**config.mk**
```make
export PLATFORM = sky130hd
export DESIGN_NAME = burst_round_robin_scheduler_unit
export DESIGN_NICKNAME = d
export VERILOG_FILES = /design/src/hw/rtl/brrs_pkg.sv /design/src/hw/rtl/burst_round_robin_scheduler_unit.sv /design/src/hw/rtl/brrs_pick.sv
export SDC_FILE = /design/constraint.sdc
export NUM_CORES = 1
export LEC_CHECK = 0
export BUFFER_PORTS_ARGS = -buffer_cell sky130_fd_sc_hd__buf_2
export CELL_PAD_IN_SITES_DETAIL_PLACEMENT = 1
export CELL_PAD_IN_SITES_GLOBAL_PLACEMENT = 2
export CORE_MARGIN = 2
export CORE_UTILIZATION = 37
export CTS_CLUSTER_DIAMETER = 80
export DETAILED_ROUTE_END_ITERATION = 10
export HOLD_SLACK_MARGIN = 0.06
export PLACE_DENSITY = 0.84
export SYNTH_ARGS = -nofsm -noshare
export SYNTH_HDL_FRONTEND = slang
export SYNTH_SLANG_ARGS = --single-unit
```
**constraint.sdc**
```tcl
create_clock -name clk -period 9.66 [get_ports clk]
set_input_delay 1.932 -clock clk [delete_from_list [all_inputs] [get_ports clk]]
set_output_delay 1.932 -clock clk [all_outputs]
set_load 0.02 [all_outputs]
```
**src/hw/rtl/brrs_pkg.sv**
```systemverilog
// shared types and constants for the burst round-robin scheduler
`timescale 1ns / 1ps

package brrs_pkg;

    localparam int PORTS  = 16;
    localparam int PORT_W = 4;
    localparam int ACT_W  = 5;
    localparam int CNT_W  = 16;

    localparam int IN_TDATA_W  = 16;
    localparam int OUT_TDATA_W = 8;

    typedef enum logic [0:0] {
        REG_BURST_LEN    = 1'b0,
        REG_ACTIVE_PORTS = 1'b1
    } reg_idx_t;

    typedef struct packed {
        logic              found;
        logic [PORT_W-1:0] port;
        logic              at_start;
    } pick_t;

endpackage

```
**src/hw/rtl/burst_round_robin_scheduler_unit.sv**
```systemverilog
// top level of the burst round-robin scheduler
`timescale 1ns / 1ps

// Each request on the slave stream carries a 16-bit ready mask and yields one
// result on the master stream: a granted flag and the granted port. The scan
// starts at the stored next port, wraps within the active ports and grants
// the first ready one; a port keeps the grant for burst_len requests in a row
// unless a scan has to skip past an empty port, which restarts its count.
// A request is taken into an input register, resolved by one rotating
// priority encoder plus a 16-bit count compare, and written to the result
// register, so one request is accepted every cycle unless the master stream
// stalls; the next port and burst count are updated as each result is
// registered, which sets that rate. Write burst_len and active_ports only
// while no request is in flight.
module burst_round_robin_scheduler_unit (
    input  logic                                clk,
    input  logic                                rst_n,
    input  logic                                s_axis_tvalid,
    output logic                                s_axis_tready,
    input  logic [brrs_pkg::IN_TDATA_W-1:0]     s_axis_tdata,   // [15:0] ready_mask
    output logic                                m_axis_tvalid,
    input  logic                                m_axis_tready,
    output logic [brrs_pkg::OUT_TDATA_W-1:0]    m_axis_tdata,   // [0] granted, [4:1] grant_port
    input  logic                                cfg_we,
    input  logic [0:0]                          cfg_addr,
    input  logic [brrs_pkg::CNT_W-1:0]          cfg_wdata
);
    import brrs_pkg::*;

    logic [CNT_W-1:0]  burst_len_reg;
    logic [ACT_W-1:0]  active_ports_reg;
    logic [PORT_W-1:0] next_port_reg;
    logic [PORT_W-1:0] next_port_next;
    logic [CNT_W-1:0]  burst_count_reg;
    logic [CNT_W-1:0]  burst_count_next;

    logic              in_valid_reg;
    logic [PORTS-1:0]  in_mask_reg;
    logic              out_valid_reg;
    logic              out_granted_reg;
    logic [PORT_W-1:0] out_port_reg;

    logic              advance;
    logic [ACT_W-1:0]  act_eff;
    logic [PORT_W-1:0] start;
    pick_t             pick;
    logic [CNT_W-1:0]  cnt_inc;
    logic [ACT_W-1:0]  port_plus;

    assign advance       = in_valid_reg && (!out_valid_reg || m_axis_tready);
    assign s_axis_tready = !in_valid_reg || advance;

    // clamp the active count to 1..PORTS
    always_comb
    begin
        if (active_ports_reg == '0)
        begin
            act_eff = ACT_W'(1);
        end
        else if (active_ports_reg > ACT_W'(PORTS))
        begin
            act_eff = ACT_W'(PORTS);
        end
        else
        begin
            act_eff = active_ports_reg;
        end
    end

    assign start = ({1'b0, next_port_reg} < act_eff) ? next_port_reg : '0;

    brrs_pick u_pick (
        .ready_mask (in_mask_reg),
        .start      (start),
        .act        (act_eff),
        .pick       (pick)
    );

    // a skipped port restarts the count
    assign cnt_inc   = (pick.at_start ? burst_count_reg : '0) + CNT_W'(1);
    assign port_plus = {1'b0, pick.port} + ACT_W'(1);

    always_comb
    begin
        next_port_next   = next_port_reg;
        burst_count_next = '0;
        if (pick.found)
        begin
            if (cnt_inc == burst_len_reg)
            begin
                next_port_next = (port_plus >= act_eff) ? '0 : port_plus[PORT_W-1:0];
            end
            else
            begin
                next_port_next   = pick.port;
                burst_count_next = cnt_inc;
            end
        end
    end

    always_ff @(posedge clk or negedge rst_n)
    begin
        if (!rst_n)
        begin
            burst_len_reg    <= CNT_W'(1);
            active_ports_reg <= ACT_W'(PORTS);
        end
        else if (cfg_we)
        begin
            unique case (reg_idx_t'(cfg_addr))
                REG_BURST_LEN:    burst_len_reg    <= cfg_wdata;
                REG_ACTIVE_PORTS: active_ports_reg <= cfg_wdata[ACT_W-1:0];
                default:          ;
            endcase
        end
    end

    always_ff @(posedge clk or negedge rst_n)
    begin
        if (!rst_n)
        begin
            in_valid_reg    <= 1'b0;
            out_valid_reg   <= 1'b0;
            next_port_reg   <= '0;
            burst_count_reg <= '0;
        end
        else
        begin
            if (s_axis_tvalid && s_axis_tready)
            begin
                in_valid_reg <= 1'b1;
            end
            else if (advance)
            begin
                in_valid_reg <= 1'b0;
            end

            if (advance)
            begin
                out_valid_reg   <= 1'b1;
                next_port_reg   <= next_port_next;
                burst_count_reg <= burst_count_next;
            end
            else if (m_axis_tready)
            begin
                out_valid_reg <= 1'b0;
            end
        end
    end

    // request and result payload
    always_ff @(posedge clk)
    begin
        if (s_axis_tvalid && s_axis_tready)
        begin
            in_mask_reg <= s_axis_tdata;
        end
        if (advance)
        begin
            out_granted_reg <= pick.found;
            out_port_reg    <= pick.found ? pick.port : '0;
        end
    end

    assign m_axis_tvalid = out_valid_reg;
    assign m_axis_tdata  = {(OUT_TDATA_W - PORT_W - 1)'(0), out_port_reg, out_granted_reg};

endmodule

```
**src/hw/rtl/brrs_pick.sv**
```systemverilog
// rotating priority encoder over the ports taking part in the rotation
`timescale 1ns / 1ps

module brrs_pick (
    input  logic [brrs_pkg::PORTS-1:0]  ready_mask,
    input  logic [brrs_pkg::PORT_W-1:0] start,
    input  logic [brrs_pkg::ACT_W-1:0]  act,
    output brrs_pkg::pick_t             pick
);
    import brrs_pkg::*;

    logic [PORTS-1:0]  in_rot;
    logic [PORTS-1:0]  upper;
    logic [PORTS-1:0]  cand;
    logic [PORT_W-1:0] low_idx;

    // ports at or above the active count never win
    always_comb
    begin
        for (int i = 0; i < PORTS; i++)
        begin
            in_rot[i] = ready_mask[i] && (ACT_W'(i) < act);
            upper[i]  = in_rot[i] && (PORT_W'(i) >= start);
        end
    end

    // wrap to the low ports when nothing at or above start is ready
    assign cand = (|upper) ? upper : in_rot;

    always_comb
    begin
        low_idx = '0;
        for (int i = PORTS - 1; i >= 0; i--)
        begin
            if (cand[i])
            begin
                low_idx = PORT_W'(i);
            end
        end
    end

    assign pick.found    = |in_rot;
    assign pick.port     = low_idx;
    assign pick.at_start = (low_idx == start);

endmodule

```
==> results.cfg, run 1 <==
[clocking]
clock_latency_ns = 0.34
ctsResizeCount = 0
cts.sinks = 64
cts_buffer_depth = 2
htree_levels = 3
ctsHoldBuffers = 0
cts_tree = built
clock-root-buffer = clkbuf_16
cts-buffers-inserted = 9
post_cts_buffers = 0
clk_pin_slew_worst_paths_ns = 0.06

[timing]
tightest_slew_ns = 1.00
skew_ns = 0.0106
finalCritPeriodShare = 0.887
finalSetupViolations = 0
drv_slew = 0
finalSetupTns_ns = 0
fin_ws_ns = 1.09
rsz0062_at_grt = no
hold_viol = 0
period_minus_slack_ns = 8.57
slew_headroom = 0.326
fmax_ghz = 0.117
holdWs_ns = 0.492

[place]
dp_slack_ns = 1.25
placed_area_um2 = 5080
gp_congestion = 0.900
hpwlAfterDp_um = 11500
io_buffers = 44
place_inst = 727

[power_and_ir_drop]
finalPower_mw = 1.55
internal_power_mw = 0.814
power_leakage_nw = 2.17
p_seq_frac = 0.260
p_per_area_nw_per_um2 = 289
p_sw_frac = 0.475
ir_worst_vdd_mv = 0.113
power_frac_comb = 0.537
pwr-share-clk = 0.203
p_sw_mw = 0.737

[logic_synthesis]
synthDominantCellAreaShare = 0.214
ys.flop_type = dfrtp_1
ys_ff_latch = 64
ys_seq_area_frac = 0.357
syn_area_um2 = 4790
yosys-top-cells-area = dfrtp_1, edfxtp_1, mux2_2
async_flop_share = 0.672
ys_warn_count = 0
postSynthAreaPerCell_um2 = 8.92
ys_types = 84
syn_inst = 537
synth_edf_count = 21
synth.largest_area_cell = dfrtp_1

[routing]
vias = 4524
antenna_left = 0
drc_errors = 0
wire_per_inst_um = 20.7
drt_iter0_drc = 254
dr.pass1.iters = 4
via_per_inst = 6.09
wirelength_um = 15400

[final_layout]
areaGrowthSynthToFinish_pct = 12.0
final_nets = 614
mostFrequentLayoutCell = nand2_1
layout_common_cells = nand2_1, buf_2, nor2_1
post-route-util = 0.425
fin_area_um2 = 5370
drive_gt1_frac = 0.182
finalNonFillerCells = 743
n_antenna_cell = 0

[critical_path]
critPathKind = reg2reg
cp.required_ns = 9.88
slowest_delay_ns = 0.75
crit_path_start_kind = flip-flop
crit_path_frequent_cell = and3_1
crit_fanout = 20
worstPathArrival_ns = 8.79
cp-end-kind = flip-flop
crit_slowest_cell = dfstp_2

[die]
fp.dieW_um = 118
num_rows = 41
die-area_um2 = 13900
ioPinCount = 48
core-area_um2 = 12600
initial_core_util = 0.380
die_y_um = 118

[global_routing]
antenna_found_initial = 0
track_usage = 0.226
grt_max_degree = 44
grt_overflow = 0
grt_pass1_wl_um = 24600
grt_pass1_vias = 4505

[min_path]
min-delay-path-class = reg2reg

[run]
cap_violations = 0

[outcome]
status = finished clean
==> cells in the mapped netlist (all sizes together), types with 8 or more instances <==
library cell	instances
a21oi	29
o2111ai	9
nand2	60
nor2b	15
ha	10
mux2	24
o21a	8
nor3	12
buf	19
nand3	21
xor2	15
and3	12
inv	10
dfrtp	41
o21ai	36
edfxtp	21
nor2	42
clkbuf	11
and2	9
==> routing by layer <==
layer | global-route usage | wire length (µm) | vias up
li1 | - | - | 2079
met1 | 0.318 | 7340 | 2257
met2 | 0.340 | 6800 | 160
met3 | 0.0581 | 927 | 28
met4 | 0.0655 | 324 | 0
met5 | 0 | 0 | -
==> worst max-delay path: cells and delay by family (launching register included) <==
kind            cells  cell delay (ns)
simple gates       15             4.52
compound gates      7             1.60
flops               1             0.75
mux                 2             0.58
fa+ha+maj           2             0.52
buf+inv             3             0.48
==> power groups by stage <==
stage	combinational (mW)	sequential (mW)	clock [mW]
after floorplan	0.620	0.363	0
after global placement	0.799	0.404	0
after detailed placement	0.813	0.406	0
after CTS	0.819	0.402	0.322
after global routing	0.912	0.411	0.335
final	0.832	0.403	0.315
==> final cells by class <==
type / instances / area, µm²
Timing Repair Buffer: 46 / 235
Sequential cell: 64 / 1710
Inverter: 10 / 37.5
Clock inverter: 2 / 11.3
Tap cell: 172 / 215
Fill cell: 1513 / 7250
Clock buffer: 14 / 274
Multi-Input combinational cell: 435 / 2880
==> cells by family (layout without fill, tap and decap cells) <==
| group | Yosys count | count (layout) | synth area share |
|---|---|---|---|
| AND/OR/NAND/NOR | 223 | 223 | 0.244 |
| XOR/XNOR | 18 | 18 | 0.0329 |
| buffers and inverters | 40 | 72 | 0.0426 |
| adder cells (fa/ha/maj) | 10 | 10 | 0.0261 |
| AO/OA/AOI/OAI | 154 | 154 | 0.234 |
| multiplexers | 27 | 27 | 0.0627 |
| flip-flops | 64 | 64 | 0.357 |
| other | 1 | 3 | 0.000783 |
==> final timing paths <==
path / from / endpoint / slack (ns) / depth (start not counted)
max: active_ports_reg[4] / burst_count_reg[2] / 1.09 / 29
min reg2reg: in_valid_reg / m_axis_tvalid / 0.49 / 1
max in group asynchronous: rst_n / active_ports_reg[1] / 7.28 / 1
min: in_valid_reg / m_axis_tvalid / 0.49 / 1
max reg2reg: active_ports_reg[4] / burst_count_reg[2] / 1.09 / 29
min in group asynchronous: rst_n / next_port_reg[0] / 1.74 / 1
No activity file was read; power rests on OpenSTA's default activity.
==> inputs of run 2 (changes only) <==
Settings changed: RECOVER_POWER set to 50.
==> run 2 against run 1 <==
  * The run now ends with capacitance limit, slew limit left
  * First-iteration DRC count grew 7.1%
  * Critical path depth is the same
  * Sequential share of layout area is essentially flat
  * Clock-buffer cell count is the same
  * Sequential cell count is the same
  * Hold slack is essentially flat
  * Utilization is essentially flat
  * Global-route usage is the same
  * Maximum frequency shrank 0.27%
  * Largest power group unchanged
  * Highest routed layer unchanged
  * Via count shrank 0.13%
==> results.cfg, run 2 (synthesis gave the netlist of run 1 again) <==
[critical_path]
critPathKind = reg2reg
cp.depth = 29
crit_slowest_cell = dfstp_2
crit_path_frequent_cell = and3_1
crit_fanout = 20
cp-end-kind = flip-flop
cp.required_ns = 9.88
critPathBufInv = 3
worstPathArrival_ns = 8.82
slowest_delay_ns = 0.75
crit_path_start_kind = flip-flop
cp_top_family = simple AND/OR/NAND/NOR gates
worst-r2r-cell-count = 29

[clocking]
clock-root-buffer = clkbuf_16
ctsHoldBuffers = 0
cts_buffer_depth = 2
post_cts_buffers = 0
cts_tree = built
cts-buffers-inserted = 9
cts.sinks = 64
clk_pin_slew_worst_paths_ns = 0.06
ctsResizeCount = 0
htree_levels = 3
clock_latency_ns = 0.34

[power_and_ir_drop]
p_sw_mw = 0.737
internal_power_mw = 0.813
ir_worst_vdd_mv = 0.113
p_per_area_nw_per_um2 = 289
p_sw_frac = 0.475
power_frac_comb = 0.537
pwr-share-clk = 0.203
p_seq_frac = 0.260
power_leakage_nw = 2.16

[timing]
finalSetupViolations = 0
rsz0062_at_grt = no
period_minus_slack_ns = 8.59
tightest_slew_ns = 2.38
skew_ns = 0.0107
slew_headroom = -0.589
holdWs_ns = 0.492
finalSetupTns_ns = 0
fmax_ghz = 0.116
hold_viol = 0
finalCritPeriodShare = 0.890
drv_slew = 44

[global_routing]
grt_overflow = 0
grt_pass1_wl_um = 24600
grt_pass1_vias = 4505
track_usage = 0.226
grt_max_degree = 44
antenna_found_initial = 0

[routing]
wire_per_inst_um = 20.7
drt_iter0_drc = 272
antenna_left = 0
drc_errors = 0
wirelength_um = 15400
via_per_inst = 6.08
vias = 4518
dr.pass1.iters = 5

[final_layout]
layout_common_cells = nand2_1, nor2_1, buf_2
fin_area_um2 = 5360
drive_gt1_frac = 0.177
final_nets = 614
fill_cells = 1512
n_antenna_cell = 0
areaGrowthSynthToFinish_pct = 11.9
mostFrequentLayoutCell = nand2_1

[die]
core-area_um2 = 12600
fp.dieW_um = 118
initial_core_util = 0.380
num_rows = 41
die_y_um = 118
die-area_um2 = 13900
ioPinCount = 48

[outcome]
violations = capacitance limit, slew limit
status = finished with violations

[min_path]
min_path_cells = 1
min-delay-path-class = reg2reg

[place]
io_buffers = 44
placed_area_um2 = 5080
hpwlAfterDp_um = 11500
gp_congestion = 0.900

[run]
cap_violations = 1
==> run 2: changes by cell type in the layout (fill, tap and decap cells not counted) <==
cell | before | now
clkbuf_1 | 2 | 5
buf_4 | 2 | 1
buf_2 | 44 | 42
==> run 2: layout make-up <==
class,count,area [µm²],share of cell area
well taps,172,215,0.0401
repair buffers,46,229,0.0427
multi-input cells,435,2880,0.538
inverters,10,37.5,0.00700
clock buffers,14,274,0.0511
flip-flops and latches,64,1710,0.319
clock inverters,2,11.3,0.00210
==> run 2: power groups by stage <==
| stage | clock network, mW | registers [mW] | logic [mW] |
|---|---|---|---|
| floorplan | 0 | 0.363 | 0.620 |
| global placement | 0 | 0.404 | 0.799 |
| detailed placement | 0 | 0.406 | 0.813 |
| CTS | 0.322 | 0.402 | 0.819 |
| global route | 0.335 | 0.411 | 0.912 |
| finish | 0.315 | 0.403 | 0.832 |
==> run 2: routing by layer <==
layer,vias to the layer above,GRT usage,part of all wire
met3,19,0.0581,0.052
met2,138,0.340,0.45
met4,0,0.0655,0.017
met5,-,0,0
li1,2079,-,-
met1,2282,0.318,0.48
==> run 2: worst paths after layout <==
kind	start	to	slack [ns]
min in group asynchronous	rst_n	next_port_reg[0]	2.31
min	in_valid_reg	m_axis_tvalid	0.49
max	active_ports_reg[4]	burst_count_reg[2]	1.07
max in group asynchronous	rst_n	active_ports_reg[1]	5.98
min reg2reg	in_valid_reg	m_axis_tvalid	0.49
max reg2reg	active_ports_reg[4]	burst_count_reg[2]	1.07
==> run 2: per-stage QoR <==
step	utilization	power (mW)	worst slack, ns	cells
6_report	0.425	1.55	1.07	743
5_1_grt	0.425	1.66	0.456	743
4_1_cts	0.425	1.54	1.19	743
3_5_place_dp	0.403	1.22	1.25	727
3_3_place_gp	0.403	1.20	1.45	727
2_1_floorplan	-	0.983	2.69	539
==> inputs of run 3 (changes only) <==
Clock period 9.66 ns to 8.7 ns, I/O delays scaled along.
==> run 3 against run 2 <==
  * The flow still finishes with violations (capacitance limit, slew limit)
  * Die area is the same
  * Register-to-register slack got worse by 0.43 ns
  * Utilization up 0.59 points
  * Clock-buffer cell count shrank 5
  * Non-clock buffer count is 7 higher
  * Hold slack improved by 0.0029 ns
  * Global-route usage is 0.23 points higher
  * Critical path depth did not move
  * Combinational power increased by 15%
  * Sequential cell count unchanged
  * First-iteration DRC count up 7.0%
  * Critical path type unchanged
  * Critical endpoint is now next_port_reg[2]
==> results.cfg, run 3 (synthesis gave the netlist of run 1 again) <==
[timing]
rsz0062_at_grt = no
skew_ns = 0.00854
finalSetupTns_ns = 0
drv_slew = 44
finalSetupViolations = 0
period_minus_slack_ns = 8.07
hold_viol = 0
holdWs_ns = 0.495
fmax_ghz = 0.124
finalCritPeriodShare = 0.927
tightest_slew_ns = 2.36
fin_ws_ns = 0.633
slew_headroom = -0.574

[routing]
via_per_inst = 5.92
wirelength_um = 15200
drc_errors = 0
drt_iter0_drc = 291
vias = 4439
wire_per_inst_um = 20.3
dr.pass1.iters = 5
antenna_left = 0

[power_and_ir_drop]
power_leakage_nw = 2.19
ir_worst_vdd_mv = 0.169
p_per_area_nw_per_um2 = 323

[clocking]
cts-buffers-inserted = 9
ctsHoldBuffers = 0
clock_latency_ns = 0.35
clk_pin_slew_worst_paths_ns = 0.06
cts_buffer_depth = 2
cts_tree = built
cts.sinks = 64
htree_levels = 3
clock-root-buffer = clkbuf_16

[die]
ioPinCount = 48
core-area_um2 = 12600
fp.dieW_um = 118
initial_core_util = 0.380
die_y_um = 118
num_rows = 41
die-area_um2 = 13900

[critical_path]
crit_slowest_cell = dfstp_4
cp.required_ns = 8.96
worstPathArrival_ns = 8.33
crit_path_frequent_cell = and3_1
crit_path_start_kind = flip-flop
crit_fanout = 20
slowest_delay_ns = 0.74
critPathKind = reg2reg
cp-end-kind = flip-flop

[global_routing]
grt_pass1_wl_um = 24700
grt_max_degree = 44
track_usage = 0.228
grt_overflow = 0
antenna_found_initial = 0
grt_pass1_vias = 4501

[final_layout]
finalNonFillerCells = 750
post-route-util = 0.431
layout_common_cells = nand2_1, buf_2, nor2_1, dfrtp_1, o21ai_0
mostFrequentLayoutCell = nand2_1
final_nets = 621
areaGrowthSynthToFinish_pct = 13.5
n_antenna_cell = 0
drive_gt1_frac = 0.194

[outcome]
violations = capacitance limit, slew limit
status = finished with violations

[place]
dp_slack_ns = 0.324
io_buffers = 44
gp_congestion = 0.970
place_inst = 730
hpwlAfterDp_um = 11400

[min_path]
min-delay-path-class = reg2reg

[run]
cap_violations = 1
-- run 3: final timing paths --
| path | start | endpoint | slack [ns] | cells past startpoint |
|---|---|---|---|---|
| hold / removal | in_valid_reg | m_axis_tvalid | 0.50 | 1 |
| setup reg to reg | active_ports_reg[4] | next_port_reg[2] | 0.63 | 29 |
| min in group asynchronous | rst_n | burst_count_reg[1] | 2.10 | 1 |
| hold reg to reg | in_valid_reg | m_axis_tvalid | 0.50 | 1 |
| setup / recovery | active_ports_reg[4] | next_port_reg[2] | 0.63 | 29 |
| max in group asynchronous | rst_n | active_ports_reg[0] | 5.25 | 1 |
-- run 3: per-stage QoR --
step / power [mW] / cell area [µm²]
floorplan: 1.09 / 4800
global placement: 1.36 / 5100
detailed placement: 1.37 / 5100
CTS: 1.75 / 5400
global route: 1.89 / 5430
finish: 1.76 / 5430
-- run 3: routing by layer --
metal	vias up	track usage	share of wire
li1	2100	-	-
met5	-	0	0
met4	0	0.0655	0.014
met3	16	0.0673	0.060
met1	2203	0.322	0.48
met2	120	0.337	0.44
-- run 3: layout make-up --
type                            count  area [µm²]
Fill cell                        1508        7190
Multi-Input combinational cell    435        2890
Sequential cell                    64        1710
Timing Repair Buffer               53         282
Clock buffer                        9         225
Tap cell                          172         215
Clock inverter                      7        70.1
Inverter                           10        37.5
-- run 3: critical path: cells and delay by family, from the launching register on --
| family | cells | cell delay, ns |
|---|---|---|
| simple gates | 15 | 4.14 |
| compound gates | 7 | 1.57 |
| flops | 1 | 0.74 |
| mux | 2 | 0.56 |
| fa+ha+maj | 2 | 0.51 |
| buf+inv | 3 | 0.46 |
-- run 3: report_power, final --
part / switching [mW] / internal [mW]
registers: 0.0729 / 0.361
clock network: 0.145 / 0.222
logic: 0.612 / 0.345
-- run 3: repair_timing --
item / CTS / global route
resized for setup: 0 / 3
setup buffers: 0 / 4
endpoints found under the setup margin: 0 / 20
